<file path="src/rtl/core/sderx_pkg.sv">
// ----------------------------------------------------------------------------
// sderx_pkg
// Shared types and codes of the STX/DLE/ETX frame receiver.
// ----------------------------------------------------------------------------
package sderx_pkg;

  // Input operation codes
  localparam logic [1:0] OP_BYTE  = 2'd0;
  localparam logic [1:0] OP_TICK  = 2'd1;
  localparam logic [1:0] OP_FLUSH = 2'd2;

  // Result kinds
  localparam logic [2:0] KIND_DATA   = 3'd0;
  localparam logic [2:0] KIND_OK     = 3'd1;
  localparam logic [2:0] KIND_BADSUM = 3'd2;
  localparam logic [2:0] KIND_SHORT  = 3'd3;
  localparam logic [2:0] KIND_ABORT  = 3'd4;

  // Register indexes (byte address 4*i)
  localparam logic [1:0] REG_START   = 2'd0;
  localparam logic [1:0] REG_END     = 2'd1;
  localparam logic [1:0] REG_ESCAPE  = 2'd2;
  localparam logic [1:0] REG_TIMEOUT = 2'd3;

  localparam int unsigned AddrW = 4;

  localparam logic [7:0]  StartReset   = 8'd15;
  localparam logic [7:0]  EndReset     = 8'd4;
  localparam logic [7:0]  EscapeReset  = 8'd5;
  localparam logic [15:0] TimeoutReset = 16'd1000;

  localparam logic [15:0] CountMax = 16'hFFFF;

  typedef struct packed {
    logic [1:0] op;
    logic [7:0] rx_byte;
  } in_item_t;

  typedef struct packed {
    logic [2:0]  kind;
    logic [7:0]  data_byte;
    logic [15:0] frame_bytes;
  } out_item_t;

  typedef struct packed {
    logic [7:0]  start_code;
    logic [7:0]  end_code;
    logic [7:0]  escape_code;
    logic [15:0] timeout_ticks;
  } cfg_t;

endpackage

</file>
<file path="src/rtl/core/sderx_cfg_regs.sv">
// ----------------------------------------------------------------------------
// sderx_cfg_regs
// APB-style register file holding the control codes and the idle timeout.
// ----------------------------------------------------------------------------
module sderx_cfg_regs import sderx_pkg::*; (
  input  logic             clk_i,
  input  logic             rst_ni,
  input  logic             psel,
  input  logic             penable,
  input  logic             pwrite,
  input  logic [AddrW-1:0] paddr,
  input  logic [31:0]      pwdata,
  output logic [31:0]      prdata,
  output logic             pready,
  output cfg_t             cfg_o
);

  cfg_t       cfg_q;
  logic       wr_en;
  logic [1:0] reg_idx;

  assign pready  = 1'b1;
  assign wr_en   = psel && penable && pwrite;
  assign reg_idx = paddr[AddrW-1:2];

  always_ff @(posedge clk_i or negedge rst_ni) begin
    if (!rst_ni) begin
      cfg_q.start_code    <= StartReset;
      cfg_q.end_code      <= EndReset;
      cfg_q.escape_code   <= EscapeReset;
      cfg_q.timeout_ticks <= TimeoutReset;
    end else if (wr_en) begin
      unique case (reg_idx)
        REG_START:   cfg_q.start_code    <= pwdata[7:0];
        REG_END:     cfg_q.end_code      <= pwdata[7:0];
        REG_ESCAPE:  cfg_q.escape_code   <= pwdata[7:0];
        REG_TIMEOUT: cfg_q.timeout_ticks <= pwdata[15:0];
        default: ;
      endcase
    end
  end

  always_comb begin
    unique case (reg_idx)
      REG_START:   prdata = {24'd0, cfg_q.start_code};
      REG_END:     prdata = {24'd0, cfg_q.end_code};
      REG_ESCAPE:  prdata = {24'd0, cfg_q.escape_code};
      REG_TIMEOUT: prdata = {16'd0, cfg_q.timeout_ticks};
      default:     prdata = 32'd0;
    endcase
  end

  assign cfg_o = cfg_q;

endmodule

</file>
<file path="src/rtl/core/sderx_engine.sv">
// ----------------------------------------------------------------------------
// sderx_engine
// Input register and single-pass deframing logic with the receiver state.
// ----------------------------------------------------------------------------
module sderx_engine import sderx_pkg::*; (
  input  logic      clk_i,
  input  logic      rst_ni,
  input  cfg_t      cfg_i,
  input  logic      in_valid_i,
  output logic      in_stall_o,
  input  in_item_t  in_data_i,
  input  logic      advance_i,
  output logic      res_valid_o,
  output out_item_t res_o
);

  typedef enum logic [1:0] {
    PH_HUNT,
    PH_ONE,
    PH_BODY
  } phase_e;

  logic     in_valid_q;
  in_item_t in_q;
  logic     fire;

  phase_e      phase_q, phase_d;
  logic        esc_q, esc_d;
  logic        held_valid_q, held_valid_d;
  logic [7:0]  held_byte_q, held_byte_d;
  logic [7:0]  sum_q, sum_d;
  logic [15:0] count_q, count_d;
  logic [15:0] idle_q, idle_d;

  logic [7:0]  b;
  logic        is_start;
  logic [15:0] count_inc;

  assign in_stall_o = in_valid_q && !advance_i;
  assign fire       = in_valid_q && advance_i;

  always_ff @(posedge clk_i or negedge rst_ni) begin
    if (!rst_ni) begin
      in_valid_q <= 1'b0;
    end else if (!in_stall_o) begin
      in_valid_q <= in_valid_i;
    end
  end

  always_ff @(posedge clk_i) begin
    if (in_valid_i && !in_stall_o) begin
      in_q <= in_data_i;
    end
  end

  assign b         = in_q.rx_byte;
  assign is_start  = (b == cfg_i.start_code);
  assign count_inc = (count_q < CountMax) ? count_q + 16'd1 : count_q;

  always_comb begin
    phase_d      = phase_q;
    esc_d        = esc_q;
    held_valid_d = held_valid_q;
    held_byte_d  = held_byte_q;
    sum_d        = sum_q;
    count_d      = count_q;
    idle_d       = idle_q;
    res_valid_o  = 1'b0;
    res_o        = '{kind: KIND_DATA, data_byte: 8'd0, frame_bytes: count_q};

    priority if (in_q.op == OP_TICK) begin
      if (idle_q < CountMax) idle_d = idle_q + 16'd1;
    end else if (in_q.op == OP_FLUSH) begin
      phase_d      = PH_HUNT;
      esc_d        = 1'b0;
      held_valid_d = 1'b0;
      held_byte_d  = 8'd0;
      sum_d        = 8'd0;
      count_d      = 16'd0;
      idle_d       = 16'd0;
    end else if (in_q.op == OP_BYTE) begin
      idle_d = 16'd0;
      if (phase_q != PH_HUNT && idle_q > cfg_i.timeout_ticks) begin
        // drop the stale partial frame, then hunt with this byte
        esc_d        = 1'b0;
        held_valid_d = 1'b0;
        phase_d      = is_start ? PH_ONE : PH_HUNT;
        if (phase_q == PH_BODY) begin
          res_valid_o = 1'b1;
          res_o.kind  = KIND_ABORT;
        end
      end else begin
        unique case (phase_q)
          PH_ONE: begin
            if (is_start) begin
              phase_d      = PH_BODY;
              esc_d        = 1'b0;
              held_valid_d = 1'b0;
              held_byte_d  = 8'd0;
              sum_d        = 8'd0;
              count_d      = 16'd0;
            end else begin
              phase_d = PH_HUNT;
            end
          end
          PH_BODY: begin
            priority if (!esc_q && b == cfg_i.end_code) begin
              phase_d      = PH_HUNT;
              esc_d        = 1'b0;
              held_valid_d = 1'b0;
              res_valid_o  = 1'b1;
              priority if (!held_valid_q) begin
                res_o.kind = KIND_SHORT;
              end else if (sum_q == 8'd0) begin
                res_o.kind      = KIND_OK;
                res_o.data_byte = held_byte_q;
              end else begin
                res_o.kind      = KIND_BADSUM;
                res_o.data_byte = held_byte_q;
              end
            end else if (!esc_q && b == cfg_i.escape_code) begin
              esc_d = 1'b1;
            end else if (!esc_q && is_start) begin
              phase_d      = PH_ONE;
              esc_d        = 1'b0;
              held_valid_d = 1'b0;
              res_valid_o  = 1'b1;
              res_o.kind   = KIND_ABORT;
            end else begin
              // literal byte: release the held one, hold this one
              esc_d        = 1'b0;
              held_byte_d  = b;
              held_valid_d = 1'b1;
              sum_d        = sum_q + b;
              if (held_valid_q) begin
                count_d           = count_inc;
                res_valid_o       = 1'b1;
                res_o.kind        = KIND_DATA;
                res_o.data_byte   = held_byte_q;
                res_o.frame_bytes = count_inc;
              end
            end
          end
          default: begin
            phase_d = is_start ? PH_ONE : PH_HUNT;
          end
        endcase
      end
    end else begin
      // unused op code: nothing to do
    end

    if (!fire) res_valid_o = 1'b0;
  end

  always_ff @(posedge clk_i or negedge rst_ni) begin
    if (!rst_ni) begin
      phase_q      <= PH_HUNT;
      esc_q        <= 1'b0;
      held_valid_q <= 1'b0;
      held_byte_q  <= 8'd0;
      sum_q        <= 8'd0;
      count_q      <= 16'd0;
      idle_q       <= 16'd0;
    end else if (fire) begin
      phase_q      <= phase_d;
      esc_q        <= esc_d;
      held_valid_q <= held_valid_d;
      held_byte_q  <= held_byte_d;
      sum_q        <= sum_d;
      count_q      <= count_d;
      idle_q       <= idle_d;
    end
  end

endmodule

</file>
<file path="src/rtl/core/sderx_out_reg.sv">
// ----------------------------------------------------------------------------
// sderx_out_reg
// Result register between the deframing logic and the output channel.
// ----------------------------------------------------------------------------
module sderx_out_reg import sderx_pkg::*; (
  input  logic      clk_i,
  input  logic      rst_ni,
  input  logic      res_valid_i,
  input  out_item_t res_i,
  output logic      advance_o,
  output logic      out_valid_o,
  input  logic      out_stall_i,
  output out_item_t out_data_o
);

  logic      valid_q;
  out_item_t data_q;

  // free when empty or when the waiting beat leaves this cycle
  assign advance_o = !valid_q || !out_stall_i;

  always_ff @(posedge clk_i or negedge rst_ni) begin
    if (!rst_ni) begin
      valid_q <= 1'b0;
    end else if (advance_o) begin
      valid_q <= res_valid_i;
    end
  end

  always_ff @(posedge clk_i) begin
    if (advance_o && res_valid_i) begin
      data_q <= res_i;
    end
  end

  assign out_valid_o = valid_q;
  assign out_data_o  = data_q;

endmodule

</file>
<file path="src/rtl/core/stx_dle_etx_frame_receiver_core.sv">
// ----------------------------------------------------------------------------
// stx_dle_etx_frame_receiver_core
// Byte-stuffed STX/DLE/ETX deframer with additive checksum check.
// ----------------------------------------------------------------------------
// The receiver takes one beat per clock cycle: a raw byte, a time tick or a
// flush. Each beat is captured in an input register, handled in one pass of
// logic against the receiver state and, when it yields a result, lands in the
// result register once that register is free. A payload byte is released one
// byte late, so the checksum byte never appears as data; the end byte yields
// ok, bad checksum or too short, and a start byte inside a frame or a byte
// after an over-long idle gap yields an abort. Input is stalled only while a
// result waits there and the output stalls. The user must write the control
// codes and timeout over the APB port only while idle, which is not enforced.
module stx_dle_etx_frame_receiver_core import sderx_pkg::*; (
  input  logic             clk_i,
  input  logic             rst_ni,
  input  logic             psel,
  input  logic             penable,
  input  logic             pwrite,
  input  logic [AddrW-1:0] paddr,
  input  logic [31:0]      pwdata,
  output logic [31:0]      prdata,
  output logic             pready,
  input  logic             in_valid_i,
  output logic             in_stall_o,
  input  in_item_t         in_data_i,
  output logic             out_valid_o,
  input  logic             out_stall_i,
  output out_item_t        out_data_o
);

  cfg_t      cfg;
  logic      advance;
  logic      res_valid;
  out_item_t res;

  sderx_cfg_regs u_cfg (
    .clk_i   (clk_i),
    .rst_ni  (rst_ni),
    .psel    (psel),
    .penable (penable),
    .pwrite  (pwrite),
    .paddr   (paddr),
    .pwdata  (pwdata),
    .prdata  (prdata),
    .pready  (pready),
    .cfg_o   (cfg)
  );

  sderx_engine u_engine (
    .clk_i       (clk_i),
    .rst_ni      (rst_ni),
    .cfg_i       (cfg),
    .in_valid_i  (in_valid_i),
    .in_stall_o  (in_stall_o),
    .in_data_i   (in_data_i),
    .advance_i   (advance),
    .res_valid_o (res_valid),
    .res_o       (res)
  );

  sderx_out_reg u_out (
    .clk_i       (clk_i),
    .rst_ni      (rst_ni),
    .res_valid_i (res_valid),
    .res_i       (res),
    .advance_o   (advance),
    .out_valid_o (out_valid_o),
    .out_stall_i (out_stall_i),
    .out_data_o  (out_data_o)
  );

endmodule

</file>
<file path="config.mk">
export PLATFORM = sky130hd
export DESIGN_NAME = stx_dle_etx_frame_receiver_core
export DESIGN_NICKNAME = d
export VERILOG_FILES = /design/src/rtl/core/sderx_pkg.sv /design/src/rtl/core/sderx_cfg_regs.sv /design/src/rtl/core/sderx_engine.sv /design/src/rtl/core/sderx_out_reg.sv /design/src/rtl/core/stx_dle_etx_frame_receiver_core.sv
export SDC_FILE = /design/constraint.sdc
export NUM_CORES = 1
export LEC_CHECK = 0
export BUFFER_PORTS_ARGS = -buffer_cell sky130_fd_sc_hd__buf_4
export CAP_MARGIN = 20
export CELL_PAD_IN_SITES_DETAIL_PLACEMENT = 0
export CELL_PAD_IN_SITES_GLOBAL_PLACEMENT = 2
export CORE_MARGIN = 5
export CORE_UTILIZATION = 37
export DETAILED_ROUTE_END_ITERATION = 8
export PLACE_DENSITY = 0.87
export SKIP_LAST_GASP = 1
export SYNTH_ARGS = -nofsm -noshare
export SYNTH_HDL_FRONTEND = slang
export SYNTH_SLANG_ARGS = --single-unit
</file>
<file path="constraint.sdc">
create_clock -name clk_i -period 6.05 [get_ports clk_i]
set_input_delay 0.605 -clock clk_i [delete_from_list [all_inputs] [get_ports clk_i]]
set_output_delay 0.605 -clock clk_i [all_outputs]
set_load 0.01 [all_outputs]
</file>
; ---- After elaboration in Yosys (flattened, before gate mapping)
; Index checks and enable logic that the tools add are counted.
[classes]
add_sub_neg = 3
n_mul = 0
n_div = 0
magnitude_cmp = 3
eq_ne = 20
shift = 0
n_mux = 80
n_bitwise = 3
n_reduce_logical = 36
[op_table]
columns = op, count
row1 = $mux W16, 18
row2 = $pmux W32 S4, 1
row3 = $mux W8, 14
row4 = $mux W27, 2
row5 = $mux W24, 2
row6 = $add A16 B1 Y16 const B, 2
row7 = $lt A16 B16 Y1 const B, 2
row8 = $pmux W16 S2, 1
row9 = $pmux W8 S2, 2
row10 = $eq A8 B8 Y1, 3
row11 = $mux W1, 24
row12 = $gt A16 B16 Y1, 1
row13 = $mux W2, 8
row14 = $mux W11, 1
row15 = $logic_and A1 B1 Y1, 10
row16 = $mux W10, 1
row17 = $ne A5 B3 Y1 const B, 2
row18 = $reduce_and A10 Y1, 1
row19 = $reduce_and A5 Y1, 2
row20 = $mux W3, 3
row21 = $ne A3 B2 Y1 const B, 3
row22 = $reduce_and A9 Y1, 1
row23 = $add A8 B8 Y8, 1
row24 = $eq A2 B2 Y1 const B, 4
row25 = other kinds (20), 36
[word_totals]
regBits = 131
latchBits = 0
ram_bits = 0
romBits = 0
in_bits = 53
mem_count = 0

; ---- Longest topological paths before layout
[depth]
depth_word = 12
mapped_depth = 11

; ---- Hierarchy
; From an unflattened synthesis, not the netlist that was laid out.
[unflattened]
cells_unflattened = 667
area_unflattened_um2 = 7359.6
[by_module_without_submodules]
columns = module, instances, cells_per_inst, area_per_inst_um2, seq_area_each_um2
row1 = sderx_engine, 1, 509, 4566.9, 1626.6
row2 = sderx_cfg_regs, 1, 127, 1934.4, 1017.2
row3 = sderx_out_reg, 1, 31, 858.3, 835.8

; ---- Least setup slack after synthesis
; OpenSTA, ideal clock, no wires.
[synth_path]
kind = reg2reg
from = register u_cfg.cfg_q (netlist bit u_cfg.cfg_o[9])
to = register u_out.data_q (netlist bit u_out.out_data_o[0]), enable pin
setup_time_ns = 0.445
arrival_time_ns = 3.743
t_required_ns = 5.605
setup_slack_ns = 1.862
path_stages_with_launch = 9
synth_period_minus_slack_ns = 4.188
cell_sequence = dfstp_2 inv_1 ha_1 nand4_1 nor4_2 a21bo_2 a31oi_4 a21oi_1 nor3_1
[synth_between]
elab_chain_len = 8
[synth_rtl]
columns = element, line
row1 = start: declaration, sderx_cfg_regs.sv:18  ; cfg_t cfg_q;
row2 = $gt A16 B16 Y1, sderx_engine.sv:83  ; if (phase_q != PH_HUNT && idle_q > cfg_i.timeout_ticks) begin
row3 = $logic_and A1 B1 Y1, sderx_engine.sv:83
row4 = $mux W1, sderx_engine.sv:83
row5 = $mux W1, sderx_engine.sv:81  ; end else if (in_q.op == OP_BYTE) begin
row6 = $mux W1, sderx_engine.sv:73  ; end else if (in_q.op == OP_FLUSH) begin
row7 = $mux W1, sderx_engine.sv:71  ; priority if (in_q.op == OP_TICK) begin
row8 = $mux W1, sderx_engine.sv:153  ; if (!fire) res_valid_o = 1'b0;
row9 = $logic_and A1 B1 Y1, sderx_out_reg.sv:31  ; if (advance_o && res_valid_i) begin
row10 = end signal: assignment, sderx_out_reg.sv:32  ; data_q <= res_i;
row11 = end: declaration, sderx_out_reg.sv:17  ; out_item_t data_q;
; Every way passes these cells.
; A chain may end at the register's enable or synchronous reset.

==> results.sh <==
export IMPL_power_frac_clock_pct=39.0
export IMPL_crit_arrival_ns=3.48
export IMPL_drc=0
export IMPL_post_layout_nonfiller_instances=1008
export IMPL_tightest_slew_ns=0.885
export IMPL_end_kind="flop"
export IMPL_start_util_pct=37.2
export IMPL_drt_iter0_drc=295
export IMPL_cts_root_buf="clkbuf_16"
export IMPL_critical_path_class="reg -> reg"
export IMPL_dr_pass1_iters=4
export IMPL_grt_max_degree=87
export IMPL_cp_slowest_cell="nor3_4"
export IMPL_ys_seq_area_share_pct=48.5
export IMPL_syn_avg_cell_area_um2=11.0
export IMPL_grt_overflow_total=0
export IMPL_globalplace_congestion=0.807
export IMPL_cellLeakagePower_uw=0.00379
export IMPL_cts_sinks=131
export IMPL_fin_skew_ns=0.00864
export IMPL_grt_pass1_vias=5252
export IMPL_whs_endpoint="u_engine.b[7]"
export IMPL_pwr_share_seq_pct=46.6
export IMPL_postCtsSetupRepairBufs=0
export IMPL_dpl_hpwl_um=11900
export IMPL_ir_worst_vdd_v=0.000189
export IMPL_fmax_mhz=301
export IMPL_yosysTopAreaCellShare_pct=28.3
export IMPL_drive_gt1_share_pct=24.5
export IMPL_hold_path_class="in -> reg"
export IMPL_cts_resized_gates=0
export IMPL_clock_latency_ns=0.42
export IMPL_dominantRegCellSynth="dfrtp_1"
export IMPL_p_sw_uw=611
export IMPL_vias=5130
export IMPL_nets=816
export IMPL_cts_path_max_buffers=2
export IMPL_period_needed_ns=3.32
export IMPL_die_area_mm2=0.0223
export IMPL_place_inst=974
export IMPL_crit_fanout=16
export IMPL_hp_start="in_data_i[7]"
export IMPL_p_per_area_mw_per_mm2=269
export IMPL_io_buffers=79
export IMPL_reg2reg_slack_ns=2.73
export IMPL_slew_viol_final=0
export IMPL_cap_violations=0
export IMPL_worst_ep_required_time_ns=6.21
export IMPL_r2r_start="u_cfg.cfg_o[5]"
export IMPL_setup_viol=0
export IMPL_io_pins=115
export IMPL_whs_path_depth=1
export IMPL_grt_pass1_wl_um=26600
export IMPL_ys_ff_latch=131
export IMPL_critical_path_cell_chain="inv_1, ha_1, a21oi_1, o21ai_0, a221oi_4, a31oi_4, nor3_4, and2_1, mux2_4"
export IMPL_htree_num_levels=4
export IMPL_antenna_cells=0
export IMPL_switching_share_pct=26.7
export IMPL_drt_total_wl_um=16300
export IMPL_synthArstFlopShare_pct=71.8
export IMPL_status="completed"
export IMPL_p_int_uw=1680
export IMPL_totalNegativeSetupSlack_ns=0
export IMPL_core_mm2=0.0193
export IMPL_synth_edf_count=37
export IMPL_synthCells=651
export IMPL_ff2ff_path_depth=9
export IMPL_cts_tree="yes"
export IMPL_r2r_end="u_out.out_data_o[1]"
export IMPL_combPwrFrac_pct=14.5
export IMPL_yosys_area_top_type="dfrtp_1"
export IMPL_ant_nets=0
export IMPL_cp_start_kind="flop"
export IMPL_cpPeakStageDelay_ns=0.57
export IMPL_finalCritPeriodShare_pct=54.9
export IMPL_die_w_um=149
export IMPL_slew_headroom_pct=40.5
export IMPL_final_hold_violation_count=0
export IMPL_row_count=51
export IMPL_synth_distinct_cells=69
export IMPL_via_per_inst=5.09
export IMPL_wire_per_inst_um=16.1
export IMPL_yosys_warnings=0
export IMPL_cts_inserted_buffers=17
export IMPL_die_h_um=149
export IMPL_synth_area_leaders="dfrtp_1, edfxtp_1, ha_1, dfstp_2, mux2_2"
export IMPL_area_growth_pct=18.7
export IMPL_syn_area_mm2=0.00717
export IMPL_rsz0062_at_grt="false"
export IMPL_grt_total_usage_pct=15.0
export IMPL_antenna_found_initial=0
export IMPL_path_clk_slew_ns=0.06
[power by group through the flow]
stage | registers [uW] | clock network [uW] | logic (uW)
CTS | 1070 | 911 | 334
floorplan | 1060 | 0 | 229
detailed placement | 1080 | 0 | 331
global placement | 1080 | 0 | 320
global route | 1080 | 959 | 365
finish | 1070 | 893 | 332
[registers in the layout, summed over array words and instances, names as in the netlist, 2 cells and up]
register              cells
u_cfg.cfg_o              40
u_out.out_data_o         27
u_engine.count_q         16
u_engine.idle_q          16
u_engine.b                8
u_engine.held_byte_q      8
u_engine.sum_q            8
u_engine.in_q             2
u_engine.phase_q          2
[worst max path at each step]
stage	from	end	cells past startpoint
6_report	u_cfg.cfg_o[5]	u_out.out_data_o[1]	9
5_1_grt	u_cfg.cfg_o[5]	u_out.out_data_o[1]	9
4_1_cts	u_cfg.cfg_o[5]	u_out.out_data_o[1]	9
3_5_place_dp	u_cfg.cfg_o[5]	u_out.out_data_o[1]	9
3_3_place_gp	u_cfg.cfg_o[5]	u_out.out_data_o[1]	9
2_1_floorplan	u_cfg.cfg_o[9]	u_out.out_data_o[0]	8
[metrics by stage]
step / total power, uW / util (%) / hold WS (ns) / setup slack, ns / cell area (um^2)
2_1_floorplan: 1280 / - / 0.309 / 1.86 / 7230
3_3_place_gp: 1400 / 41.4 / 0.427 / 2.74 / 7970
3_5_place_dp: 1410 / 41.4 / 0.430 / 2.71 / 7970
4_1_cts: 2310 / 44.1 / 0.349 / 2.70 / 8490
5_1_grt: 2400 / 44.2 / 0.349 / 2.40 / 8520
6_report: 2290 / 44.2 / 0.366 / 2.73 / 8520
[critical path, delay by kind of cell (launching register included)]
kind | cells | cell delay, ns
AO/OA/AOI/OAI | 4 | 0.89
flip-flops | 1 | 0.53
AND/OR/NAND/NOR | 2 | 0.94
adder cells (fa/ha/maj) | 1 | 0.31
buffers and inverters | 1 | 0.07
multiplexers | 1 | 0.33
[layer usage]
layer,vias up,GRT usage (%),wire (um)
li1,2485,-,-
met1,2511,18.4,7120
met2,110,26.0,8160
met3,24,3.65,712
met4,0,4.85,263
met5,-,0,0
[kinds of logic (layout without fill, tap and decap cells)]
logic type               after synthesis  after routing  synth area share [%]
AO/OA/AOI/OAI                        131            131                  12.6
XOR/XNOR                              51             51                  6.23
adder cells (fa/ha/maj)               33             33                  5.86
buffers and inverters                 76            153                  5.09
flip-flops                           131            131                  48.5
multiplexers                          38             38                  7.22
other                                  2             17                 0.105
AND/OR/NAND/NOR                      189            189                  14.4
[layout by cell type, fill, tap and decap left out, types with 4 or more instances in the layout]
cell       count
a21o_1         6
a21oi_1       20
a22o_1        14
a31oi_1       11
and2_1        13
and3_1        13
and4_1         4
buf_4         85
clkbuf_1       5
clkbuf_16     17
clkinv_2       5
conb_1        17
dfrtp_1       81
dfstp_2       13
edfxtp_1      37
ha_1          32
inv_1         34
mux2_2        26
mux4_2         8
nand2_1       44
nand2b_1       5
nand3_1       18
nand4_1       12
nor2_1        40
nor3_1         8
nor4_1         5
o21ai_0       39
o22a_1         4
o31ai_1       10
xnor2_1       27
xor2_1        24
[layout make-up]
type	instances	area, um^2
sequential	131	3480
inverter	34	128
fill	1855	10800
multi-input combinational	459	3400
timing repair buffer	87	676
tap	265	332
clock buffer	22	444
clock inverter	10	62.6
[Yosys cell counts (4+ instances only)]
cell type and n:
nand4_1 12, a21o_1 6, and2_1 13, nand3_1 18, mux2_2 26, xnor2_1 27, nor4_1 5, buf_2 13
buf_4 17, nor3_1 10, edfxtp_1 37, clkbuf_1 11, mux4_2 8, ha_1 32, and4_1 4, dfrtp_1 81
and3_1 13, o21ai_0 39, o31ai_1 10, nor2_1 40, dfstp_2 13, inv_1 34, nand2_1 44, a22o_1 14
a31oi_1 11, a21oi_1 20, xor2_1 24, o22a_1 4, nand2b_1 5
[what timing repair did]
action,CTS,global route
endpoints found under the setup margin,0,0
hold buffers,1,0
hold endpoints to repair,8,0
No activity file was read; power rests on OpenSTA's default activity.
